File: src/sv/rnvq_pkg.sv
// shared constants and types of the range nearest value query block
`default_nettype none
package rnvq_pkg;

  // table geometry
  localparam int DEPTH  = 1024;
  localparam int ADDR_W = $clog2(DEPTH);

  // field widths
  localparam int IDX_W = 10;
  localparam int VAL_W = 30;

  // request codes
  localparam logic REQ_WRITE = 1'b0;
  localparam logic REQ_QUERY = 1'b1;

  typedef enum logic [4:0] {
    ST_CLEAR = 5'b00001,
    ST_IDLE  = 5'b00010,
    ST_SCAN  = 5'b00100,
    ST_DRAIN = 5'b01000,
    ST_DONE  = 5'b10000
  } rnvq_state_t;

  // sequencer to distance unit
  typedef struct packed {
    logic             start;
    logic             eval;
    logic [VAL_W-1:0] probe;
  } rnvq_dist_ctl_t;

  // distance unit back to sequencer
  typedef struct packed {
    logic             found;
    logic [VAL_W-1:0] best;
  } rnvq_dist_sts_t;

endpackage
`default_nettype wire

File: src/sv/rnvq_if.sv
// request and result channel interfaces
`default_nettype none
interface rnvq_req_if;
  import rnvq_pkg::*;
  logic             valid;
  logic             ready;
  logic             req_type;
  logic [IDX_W-1:0] index;
  logic [IDX_W-1:0] range_low;
  logic [IDX_W-1:0] range_high;
  logic [VAL_W-1:0] probe_value;

  modport source (output valid, req_type, index, range_low, range_high, probe_value,
                  input ready);
  modport sink (input valid, req_type, index, range_low, range_high, probe_value,
                output ready);
endinterface

interface rnvq_res_if;
  import rnvq_pkg::*;
  logic             valid;
  logic             ready;
  logic             found;
  logic [VAL_W-1:0] distance;

  modport source (output valid, found, distance, input ready);
  modport sink (input valid, found, distance, output ready);
endinterface
`default_nettype wire

File: src/sv/rnvq_ctrl.sv
// sequencer: clearing pass, writes, range scan and result register
`default_nettype none
module rnvq_ctrl (
  input  logic                         clk,
  input  logic                         rst_n,
  rnvq_req_if.sink                     in_req,
  rnvq_res_if.source                   out_res,
  output logic                         ram_we,
  output logic [rnvq_pkg::ADDR_W-1:0]  ram_waddr,
  output logic [rnvq_pkg::VAL_W-1:0]   ram_wdata,
  output logic [rnvq_pkg::ADDR_W-1:0]  ram_raddr,
  output rnvq_pkg::rnvq_dist_ctl_t     dist_ctl,
  input  rnvq_pkg::rnvq_dist_sts_t     dist_sts
);
  import rnvq_pkg::*;

  rnvq_state_t      state_r;
  rnvq_state_t      state_nxt;
  logic [ADDR_W-1:0] addr_r;
  logic [ADDR_W-1:0] addr_nxt;
  logic [ADDR_W-1:0] hi_r;
  logic [ADDR_W-1:0] hi_nxt;
  logic              eval_r;
  logic              out_valid_r;
  logic              out_valid_nxt;
  logic              out_found_r;
  logic [VAL_W-1:0]  out_dist_r;
  logic              load_out;
  logic              accept;
  logic              is_query;
  logic              is_write;
  logic [31:0]       hi_clamp;
  logic              range_empty;

  assign in_req.ready = (state_r == ST_IDLE);
  assign accept       = in_req.valid && in_req.ready;
  assign is_query     = accept && (in_req.req_type == REQ_QUERY);
  assign is_write     = accept && (in_req.req_type == REQ_WRITE)
                        && (32'(in_req.index) < 32'(DEPTH));

  // clamp the top of the range to the table, empty when reversed
  assign hi_clamp    = (32'(in_req.range_high) >= 32'(DEPTH)) ? 32'(DEPTH - 1)
                                                               : 32'(in_req.range_high);
  assign range_empty = 32'(in_req.range_low) > hi_clamp;

  // write port: clearing pass or a write item
  assign ram_we    = (state_r == ST_CLEAR) || is_write;
  assign ram_waddr = (state_r == ST_CLEAR) ? addr_r : ADDR_W'(in_req.index);
  assign ram_wdata = (state_r == ST_CLEAR) ? '0 : in_req.probe_value;
  assign ram_raddr = addr_r;

  assign dist_ctl.start = is_query;
  assign dist_ctl.eval  = eval_r;
  assign dist_ctl.probe = in_req.probe_value;

  assign load_out = (state_r == ST_DONE) && (!out_valid_r || out_res.ready);

  always_comb begin
    state_nxt = state_r;
    addr_nxt  = addr_r;
    hi_nxt    = hi_r;
    unique case (state_r)
      ST_CLEAR: begin
        addr_nxt = addr_r + 1'b1;
        if (addr_r == ADDR_W'(DEPTH - 1)) begin
          state_nxt = ST_IDLE;
        end
      end
      ST_IDLE: begin
        if (is_query) begin
          if (range_empty) begin
            state_nxt = ST_DONE;
          end else begin
            addr_nxt  = ADDR_W'(in_req.range_low);
            hi_nxt    = ADDR_W'(hi_clamp);
            state_nxt = ST_SCAN;
          end
        end
      end
      ST_SCAN: begin
        if (addr_r == hi_r) begin
          state_nxt = ST_DRAIN;
        end else begin
          addr_nxt = addr_r + 1'b1;
        end
      end
      ST_DRAIN: begin
        state_nxt = ST_DONE;
      end
      ST_DONE: begin
        if (load_out) begin
          state_nxt = ST_IDLE;
        end
      end
      default: begin
        state_nxt = ST_CLEAR;
      end
    endcase
  end

  always_comb begin
    out_valid_nxt = out_valid_r;
    if (out_valid_r && out_res.ready) begin
      out_valid_nxt = 1'b0;
    end
    if (load_out) begin
      out_valid_nxt = 1'b1;
    end
  end

  always_ff @(posedge clk) begin
    if (!rst_n) begin
      state_r     <= ST_CLEAR;
      addr_r      <= '0;
      eval_r      <= 1'b0;
      out_valid_r <= 1'b0;
    end else begin
      state_r     <= state_nxt;
      addr_r      <= addr_nxt;
      eval_r      <= (state_r == ST_SCAN);
      out_valid_r <= out_valid_nxt;
    end
  end

  always_ff @(posedge clk) begin
    hi_r <= hi_nxt;
    if (load_out) begin
      out_found_r <= dist_sts.found;
      out_dist_r  <= dist_sts.best;
    end
  end

  assign out_res.valid    = out_valid_r;
  assign out_res.found    = out_found_r;
  assign out_res.distance = out_dist_r;

endmodule
`default_nettype wire

File: src/flat_wrapper.sv
// flat-port wrapper written by rule: the top's interface ports become plain ports
module rnvq_ctrl_flat import rnvq_pkg::*;
  (clk, rst_n, ram_we, ram_waddr, ram_wdata, ram_raddr, dist_ctl, dist_sts, in_req_valid, in_req_req_type, in_req_index, in_req_range_low, in_req_range_high, in_req_probe_value, in_req_ready, out_res_valid, out_res_found, out_res_distance, out_res_ready);
  rnvq_req_if in_req_i ();
  rnvq_res_if out_res_i ();
  input  logic clk;
  input  logic rst_n;
  output logic ram_we;
  output logic [rnvq_pkg::ADDR_W-1:0] ram_waddr;
  output logic [rnvq_pkg::VAL_W-1:0] ram_wdata;
  output logic [rnvq_pkg::ADDR_W-1:0] ram_raddr;
  output rnvq_pkg::rnvq_dist_ctl_t dist_ctl;
  input  rnvq_pkg::rnvq_dist_sts_t dist_sts;
  input wire logic [$bits(in_req_i.valid)-1:0] in_req_valid;
  input wire logic [$bits(in_req_i.req_type)-1:0] in_req_req_type;
  input wire logic [$bits(in_req_i.index)-1:0] in_req_index;
  input wire logic [$bits(in_req_i.range_low)-1:0] in_req_range_low;
  input wire logic [$bits(in_req_i.range_high)-1:0] in_req_range_high;
  input wire logic [$bits(in_req_i.probe_value)-1:0] in_req_probe_value;
  output wire logic [$bits(in_req_i.ready)-1:0] in_req_ready;
  output wire logic [$bits(out_res_i.valid)-1:0] out_res_valid;
  output wire logic [$bits(out_res_i.found)-1:0] out_res_found;
  output wire logic [$bits(out_res_i.distance)-1:0] out_res_distance;
  input wire logic [$bits(out_res_i.ready)-1:0] out_res_ready;
  assign in_req_i.valid = in_req_valid;
  assign in_req_i.req_type = in_req_req_type;
  assign in_req_i.index = in_req_index;
  assign in_req_i.range_low = in_req_range_low;
  assign in_req_i.range_high = in_req_range_high;
  assign in_req_i.probe_value = in_req_probe_value;
  assign in_req_ready = in_req_i.ready;
  assign out_res_valid = out_res_i.valid;
  assign out_res_found = out_res_i.found;
  assign out_res_distance = out_res_i.distance;
  assign out_res_i.ready = out_res_ready;
  rnvq_ctrl u_core (.clk(clk), .rst_n(rst_n), .in_req(in_req_i), .out_res(out_res_i), .ram_we(ram_we), .ram_waddr(ram_waddr), .ram_wdata(ram_wdata), .ram_raddr(ram_raddr), .dist_ctl(dist_ctl), .dist_sts(dist_sts));
endmodule
File: config.mk
export PLATFORM = sky130hd
export DESIGN_NAME = rnvq_ctrl_flat
export DESIGN_NICKNAME = d
export VERILOG_FILES = /design/src/sv/rnvq_pkg.sv /design/src/sv/rnvq_if.sv /design/src/sv/rnvq_ctrl.sv /design/src/flat_wrapper.sv
export SDC_FILE = /design/constraint.sdc
export NUM_CORES = 1
export LEC_CHECK = 0
export BUFFER_PORTS_ARGS = -buffer_cell sky130_fd_sc_hd__buf_2
export CORE_MARGIN = 1
export CORE_UTILIZATION = 40
export CTS_CLUSTER_DIAMETER = 200
export CTS_CLUSTER_SIZE = 10
export DETAILED_ROUTE_END_ITERATION = 6
export PLACE_DENSITY = 0.86
export RECOVER_POWER = 25
export SLEW_MARGIN = 20
export SYNTH_ARGS = -nofsm -noshare
export SYNTH_HDL_FRONTEND = slang
export SYNTH_SLANG_ARGS = --single-unit
export TNS_END_PERCENT = 50
File: constraint.sdc
create_clock -name clk -period 4.2 [get_ports clk]
set_input_delay 0.84 -clock clk [delete_from_list [all_inputs] [get_ports clk]]
set_output_delay 0.84 -clock clk [all_outputs]
set_load 0.005 [all_outputs]
# --- Word level (Yosys, flattened, before mapping) ---
# Index checks and enable logic that the tools add are counted.
word_totals:
  elab_cells: 51
  rom_bits: 0
  mem_bits_rw: 0
  memories: 0
  inputBits: 96
  latch_bits: 0
  register_bits: 58
op_classes:
  n_shift: 0
  n_addsub: 1
  order_cmp: 1
  mul: 0
  mux: 14
  bitwise_logic: 2
  n_div: 0
  n_eq_ne: 13
  reduce_logical: 13
op_table:
  columns: ["operator", "count"]
  rows:
  - ["$mux 10", 4]
  - ["$mux 30", 1]
  - ["$pmux 10 s3", 1]
  - ["$mux 5", 5]
  - ["$pmux 5 s5", 1]
  - ["$add 10x1->10 const B", 1]
  - ["$eq 10x10->1", 1]
  - ["$eq 10x10->1 const B", 1]
  - ["$gt 10x10->1", 1]
  - ["$ne 2x2->1 const B", 4]
  - ["$reduce_and 4->1", 2]
  - ["$eq 5x1->1 const B", 1]
  - ["$eq 5x2->1 const B", 1]
  - ["$eq 5x3->1 const B", 1]
  - ["$eq 5x4->1 const B", 1]
  - ["$eq 5x5->1 const B", 1]
  - ["$logic_and 1x1->1", 5]
  - ["$ne 2x1->1 const B", 2]
  - ["$reduce_and 3->1", 1]
  - ["$reduce_bool 3->1", 1]
  - ["$logic_or 1x1->1", 2]
  - ["$mux 1", 2]
  - ["$not 1->1", 2]
  - ["$reduce_bool 2->1", 1]
  - ["$logic_not 1->1", 1]

# --- Logic depth before layout (Yosys ltp) ---
# Gate-level depths: netlist of the first run.
depth:
  ltp_word: 5
  depth_mapped: 9
  mapped_depth_nobuf: 8

# --- Worst setup path after synthesis of the first run ---
# Ideal clock, no wire load.
synth_path:
  path_kind: "input -> register"
  startpoint: "input port in_req_range_high[6]"
  endpoint: "register u_core.hi_r[0] (enable)"
  setup_slack_ns: 1.319
  t_required_ns: 3.822
  arrival_time_ns: 2.503
  setup_ns: 0.378
  path_stages: 7
  n_path_buf: 0
  path_cell_list: "inv_1 > ha_1 > and3_1 > a221oi_1 > o311a_1 > o21ai_0 > nor2_1"
synth_between:
  elab_chain_cells: 3
synth_lines:
  columns: ["element", "line_no", "source"]
  rows:
  - ["start: declaration", "flat_wrapper.sv:18", "input wire logic [$bits(in_req_i.range_high)-1:0] in_req_range_high;"]
  - ["$gt 10x10->1", "rnvq_ctrl.sv:44", "assign range_empty = 32'(in_req.range_low) > hi_clamp;"]
  - ["$not 1->1 (no source line)", null, null]
  - ["$reduce_and 3->1 (no source line)", null, null]
  - ["end signal: assignment", "rnvq_ctrl.sv:126", "hi_r <= hi_nxt;"]
  - ["end: declaration", "rnvq_ctrl.sv:21", "logic [ADDR_W-1:0] hi_r;"]
# Every way passes these cells.
# A chain may end at the register's enable or synchronous reset.

# --- Final worst setup path of the first run ---
layout_path:
  startpoint: "register u_core.state_r[4]"
  endpoint: "output port in_req_ready"
layout_between:
  elab_chain_cells: 1
layout_lines:
  columns: ["element", "line_no", "source"]
  rows:
  - ["start: declaration", "rnvq_ctrl.sv:17", "rnvq_state_t state_r;"]
  - ["start signal: assignment", "rnvq_ctrl.sv:118", "state_r <= state_nxt;"]
  - ["$eq 5x2->1", "rnvq_ctrl.sv:35", "assign in_req.ready = (state_r == ST_IDLE);"]
  - ["end: declaration", "flat_wrapper.sv:20", "output wire logic [$bits(in_req_i.ready)-1:0] in_req_ready;"]
# Every way passes these cells.

==> reports/qor.txt, run 1 <==
Final Cycle Share = 0.718
R2R Setup Slk = 1500 ps
Slew Viols, Final = 0
Largest family of logic cells by synthesized area = simple AND/OR/NAND/NOR gates
Global-route wire length before repair = 13,300 µm
GR Layer Usage met2 = 0.368
Synth Warn # = 0
Top cells by area, synth = edfxtp_1, dfxtp_1, buf_4
Sequential fraction of the synthesis area = 0.486
Vias per cell = 4.99
Layout cells sized above 1 = 0.494
Routed WL per cell = 14.7 µm
Pin count of the biggest net entering global routing = 46
Number of synthesized flops with an enable pin = 41
Most common cell in the netlist = edfxtp_1
GRT Residual Overflow = 0
Final Hold Fails = 0
Outcome = complete, no violations
Setup Total Neg Slack = 0 ps
Placed cell count = 576
Post-Synth Simple-Gate Area = 0.166
Compound-Gate Fraction of Synth Area = 0.121
Post-route minimum period = 3020 ps
Root buf cell = clkbuf_8
RR Startpoint = u_core.state_r[1]
Reg clk slew, reported paths = 70 ps
Min-delay worst type = reg2reg
Hold Crit Depth = 2
Largest area contributor in the netlist = edfxtp_1
Syn avg cell area = 10.6 µm²
Max Fclk = 0.332 GHz
Max Cap Violations = 0
Final std cells w/o fill = 592
Clock H-tree levels = 3
Starting DRT DRC Count = 189
CP required = 3360 ps
Fin nets = 592
CP arrival = 2180 ps
Clk sinks = 58
RR Endpoint = u_core.hi_r[8]
Area Growth Syn to Fin = 34.2%
Post-CTS setup buffers = 0
CP max FO = 19
Most Crowded Layer GR = met2
CTS-repair resized insts = 0
Post-synthesis xor/xnor area fraction = 0.0325
Mux cell area share after synthesis = 0.0394
# hold bufs at CTS = 0
CTS Buffer Depth = 2
Post-Synthesis Cells = 306
Worst VDD drop = 0.000166 V
Die Wd = 91.9 µm
CP endpoint kind = output port
CP Class = reg2out
Net count after synthesis = 413
Async set or reset register ratio after synthesis = 0
Main synth FF type = edfxtp_1
Vias in the first global route = 2,736
Top cell type's share of synthesized area = 0.381
Tightest hold margin = 547 ps
LEAKAGE = 2.07 nW
CTS tree = built
Met3 usage = 0.0605
Rows = 32
Gr usage total = 0.204
Pwr dens = 297 mW/mm²
Total Wirelength = 8670 µm
Via Count = 2,956
Initial core utilization = 0.417
Hold worst-path end = u_core.ram_raddr[1]
Adder-cell share of the synthesized area = 0.0425
Worst r2r path cells = 6
RePlAce Congestion = 0.899
Final ANT Viol Nets = 0
Flops & latches, synth = 58
Layout Utilization = 0.559
RSZ-0062 raised after global routing = no
Mapped Area = 0.00324 mm²
Slew margin rel. = 0.511
Die H = 91.9 µm
# DRC = 0
Die area = 0.00845 mm²
Post-DP HPWL = 6760 µm
HP Start = u_core.ram_raddr[1]
Core region area = 0.00777 mm²
Initial antenna violation count = 0
Met1 Use GR = 0.229
Yosys cell types = 47
Slew @ Worst Pin = 734 ps
Final setup skew = 7.10 ps
Count of TritonRoute iterations in the first routing pass = 4
Worst skew pair latency = 330 ps
CP Launch Type = register
I/O pin count = 212
Commonest cells in the synthesized netlist = edfxtp_1, and2_1, buf_4, nand2_1
Endpoints failing setup = 0
# port buffers = 211
Total CTS buffers = 9
Antenna diode count = 0
-- cells by family after synthesis --
| family | Yosys count |
|---|---|
| AOI/OAI and AO/OA | 53 |
| muxes | 11 |
| buffers and inverters | 61 |
| and+or+nand+nor | 100 |
| adders and majority gates | 11 |
| DFF | 58 |
| xor gates and xnor gates | 12 |
-- worst max-delay path: stages (launching register included) --
cell and delay (ps):
dfxtp_1 460, nor3_1 80, nand2_1 390, clkinv_1 600
buf_2 310
-- metal layers --
layer | routed length [µm] | part of all wire
met1 | 3320 | 0.38
met2 | 4620 | 0.53
met3 | 676 | 0.078
met4 | 61 | 0.0070
met5 | 0 | 0
-- sequential cells by signal (all words and copies together) (netlist names) --
| signal | cells |
|---|---|
| u_core.out_res.distance | 30 |
| u_core.eval_r | 1 |
| u_core.state_r | 5 |
| u_core.ram_raddr | 10 |
| u_core.hi_r | 10 |
| u_core.out_res.valid | 1 |
| u_core.out_res.found | 1 |
-- where the power goes --
group | total, mW | switching [mW] | internal, mW
combinational | 0.116 | 0.0524 | 0.0637
clock | 0.555 | 0.223 | 0.332
sequential | 0.619 | 0.00529 | 0.614
total | 1.29 | 0.280 | 1.01
-- through the flow --
| step | instance area (µm²) | total power [mW] | setup slack [ps] |
|---|---|---|---|
| after floorplan | 3240 | 0.690 | 1320 |
| after global placement | 4130 | 0.742 | 1080 |
| after detailed placement | 4130 | 0.747 | 948 |
| after CTS | 4350 | 1.30 | 1180 |
| after global routing | 4340 | 1.34 | 1040 |
| final | 4340 | 1.29 | 1180 |
-- worst max path at each step --
stage,from,endpoint,slack (ps),cells past startpoint
6_report,u_core.state_r[4],in_req_ready,1180,4
5_1_grt,u_core.state_r[4],in_req_ready,1040,4
4_1_cts,u_core.state_r[1],in_req_ready,1180,4
3_5_place_dp,in_req_range_high[6],u_core.hi_r[9],950,9
3_3_place_gp,in_req_range_high[6],u_core.hi_r[8],1080,9
2_1_floorplan,in_req_range_high[6],u_core.hi_r[0],1320,7
-- final cells by class --
cell class | instances | area, µm²
fill | 686 | 3420
sequential | 58 | 1570
multi-input combinational | 187 | 1300
timing repair buffer | 214 | 1070
tap | 102 | 128
clock buffer | 9 | 124
clock inverter | 7 | 93.8
inverter | 15 | 56.3
-- placed cells by master, fill, tap and decap left out, types with 4 or more instances in the layout --
cell type  netlist  final
buf_2            2    204
edfxtp_1        41     41
and2_1          32     32
nand2_1         23     23
a21oi_1         17     17
dfxtp_1         17     17
inv_1           13     13
nor2_1          12     12
ha_1            11     11
mux2_2          10     10
xnor2_1         10     10
o21ai_0          9      9
clkbuf_8         0      9
nand3_1          8      8
clkbuf_1        10      7
nor3_1           5      5
nand2b_1         4      4
a21o_1           4      4
and3_1           4      4
o32ai_1          4      4
No activity file was read; power rests on OpenSTA's default activity.
==> run 2, diff against run 1 <==
- clock period: 4.2 -> 2.8 ns (I/O delays scaled with it)
==> run 2 against run 1 <==
Critical path depth rose by 1. Cell count grew 1.4%. Critical path type unchanged. Sequential share of layout area is 0.062 points lower. Largest cell class unchanged. Via count grew 0.34%. First-iteration DRC count fell by 20%. Design area is 0.17% higher. Die area did not move. Clock skew rose by 4.2 ps. Register-to-register slack worse by 800 ps.
==> reports/qor.txt, run 2 (synthesis results as in run 1) <==
Top delay family on crit path = simple AND/OR/NAND/NOR gates (was buffers and inverters)
Final setup skew = 11.3 ps (was 7.10 ps)
Critical-path cell list = or3_4 -> or2_1 -> buf_4 -> mux2_2 -> buf_2 (was nor3_1 -> nand2_1 -> clkinv_1 -> buf_2)
Gr usage total = 0.206 (was 0.204)
Reg clk slew, reported paths = 70 ps (about the same)
GR Layer Usage met2 = 0.361 (was 0.368)
Total CTS buffers = 9 (unchanged)
Max FFs per register = 30 (unchanged)
CP Class = reg2out (unchanged)
RR Endpoint = u_core.state_r[0] (was u_core.hi_r[8])
Commonest cells after routing, fill and taps aside = buf_2, edfxtp_1, and2_1 (unchanged)
Critical Path End = ram_waddr[4] (was in_req_ready)
Area Growth Syn to Fin = 34.5% (was 34.2%)
Met1 Use GR = 0.234 (was 0.229)
Final Cycle Share = 0.946
Outcome = complete, no violations (unchanged)
Multi-input gate area = 0.00130 mm² (unchanged)
RSZ-0062 raised after global routing = no (unchanged)
Crit path depth = 5 (was 4)
Vias per cell = 4.94 (was 4.99)
HP Start = dist_sts[3] (was u_core.ram_raddr[1])
Met3 usage = 0.0647 (was 0.0605)
CTS tree = built (unchanged)
Vias in the first global route = 2,700 (was 2,736)
Layout cells sized above 1 = 0.498 (was 0.494)
Via Count = 2,966 (was 2,956)
CTS-repair resized insts = 0 (unchanged)
LEAKAGE = 2.10 nW (was 2.07 nW)
Clk sinks = 58 (unchanged)
Most Crowded Layer GR = met2 (unchanged)
Pin count of the biggest net entering global routing = 44 (was 46)
Setup crit start = u_core.state_r[2] (was u_core.state_r[4])
Fin nets = 600 (was 592)
Total Wirelength = 8830 µm (was 8670 µm)
Worst VDD drop = 0.000327 V (was 0.000166 V)
Antenna diode count = 0 (unchanged)
CP required = 2240 ps (was 3360 ps)
Slew @ Worst Pin = 783 ps (was 734 ps)
CTS Buffer Depth = 2 (unchanged)
Worst r2r path cells = 7 (was 6)
I/O pin count = 212 (unchanged)
Die Wd = 91.9 µm (unchanged)
Count of TritonRoute iterations in the first routing pass = 4 (unchanged)
RePlAce Congestion = 0.903 (was 0.899)
Initial antenna violation count = 0 (unchanged)
Max Fclk = 0.378 GHz
Die H = 91.9 µm (unchanged)
CP arrival = 2090 ps (was 2180 ps)
Slowest-stage cell, CP = or3_4 (was clkinv_1)
Final Hold Fails = 0 (unchanged)
Pwr Total = 1.75 mW (was 1.29 mW)
CP max FO = 43 (was 19)
Total buffers and inverters traversed by the critical path = 2 (unchanged)
Register area = 0.00157 mm² (unchanged)
Initial core utilization = 0.417 (unchanged)
GRT Residual Overflow = 0 (unchanged)
Most common cell after layout, fill and taps aside = buf_2 (unchanged)
# hold bufs at CTS = 0 (unchanged)
Min-delay worst type = in2reg (was reg2reg)
Die area = 0.00845 mm² (unchanged)
CP Launch Type = register (unchanged)
# fillers = 705 (was 686)
Clock H-tree levels = 3 (unchanged)
Routed WL per cell = 14.7 µm (about the same)
Root buf cell = clkbuf_8 (unchanged)
Slew Viols, Final = 0 (unchanged)
Setup Total Neg Slack = 0 ps (unchanged)
CP endpoint kind = output port (unchanged)
Slew margin rel. = 0.478 (was 0.511)
# DRC = 0 (unchanged)
# port buffers = 211 (unchanged)
Core region area = 0.00777 mm² (unchanged)
R2R Setup Slk = 700 ps (was 1500 ps)
Max Cap Violations = 0 (unchanged)
Final ANT Viol Nets = 0 (unchanged)
Worst skew pair latency = 330 ps (about the same)
Post-route minimum period = 2650 ps
Post-DP HPWL = 6960 µm (was 6760 µm)
Global-route wire length before repair = 13,400 µm (was 13,300 µm)
RR Startpoint = u_core.state_r[2] (was u_core.state_r[1])
Pwr dens = 403 mW/mm² (was 297 mW/mm²)
Max incr delay on CP = 420 ps (was 600 ps)
Tightest hold margin = 398 ps (was 547 ps)
Endpoints failing setup = 0 (unchanged)
Starting DRT DRC Count = 151 (was 189)
Post-CTS setup buffers = 0 (unchanged)
Rows = 32 (unchanged)
## run 2: changes by cell type in the layout (fill, tap and decap cells not counted), sizes merged
cell,previous run,this run
buf,207,216
clkinv,5,6
bufinv,2,0
clkbuf,16,18
clkinvlp,2,0
## run 2: how the worst min path moves through the flow
stage,endpoint,cells past startpoint,slack (ps)
after floorplan,u_core.out_res.valid,2,510
after global placement,u_core.ram_raddr[1],2,530
after detailed placement,u_core.out_res.valid,2,540
after CTS,u_core.out_res.distance[3],1,380
after global routing,u_core.out_res.distance[8],1,370
final,u_core.out_res.distance[3],1,400
## run 2: area by class of cell
class	instances	share of cell area
sequential	58	0.361
multi-input combinational	187	0.299
timing repair buffer	222	0.260
clock buffer	12	0.0334
tap	102	0.0293
inverter	15	0.0129
clock inverter	4	0.00431
## run 2: per-layer routing
metal	routed length, µm	vias up
li1	-	1421
met1	3550	1403
met2	4580	128
met3	525	14
met4	177	0
met5	0	-
## run 2: report_power, final
part / leakage [nW] / switching (mW) / internal [mW] / total, mW
clock: 0.0876 / 0.311 / 0.338 / 0.649
sequential: 0.506 / 0.00780 / 0.921 / 0.928
combinational: 1.51 / 0.0791 / 0.0952 / 0.174
## run 2: metrics by stage
stage	utilization	instance area, µm²	std cells	setup slack, ps
2_1_floorplan	-	3240	306	199
3_3_place_gp	0.540	4190	584	299
3_5_place_dp	0.540	4190	584	233
4_1_cts	0.561	4360	600	141
5_1_grt	0.560	4350	600	56.8
6_report	0.560	4350	600	152
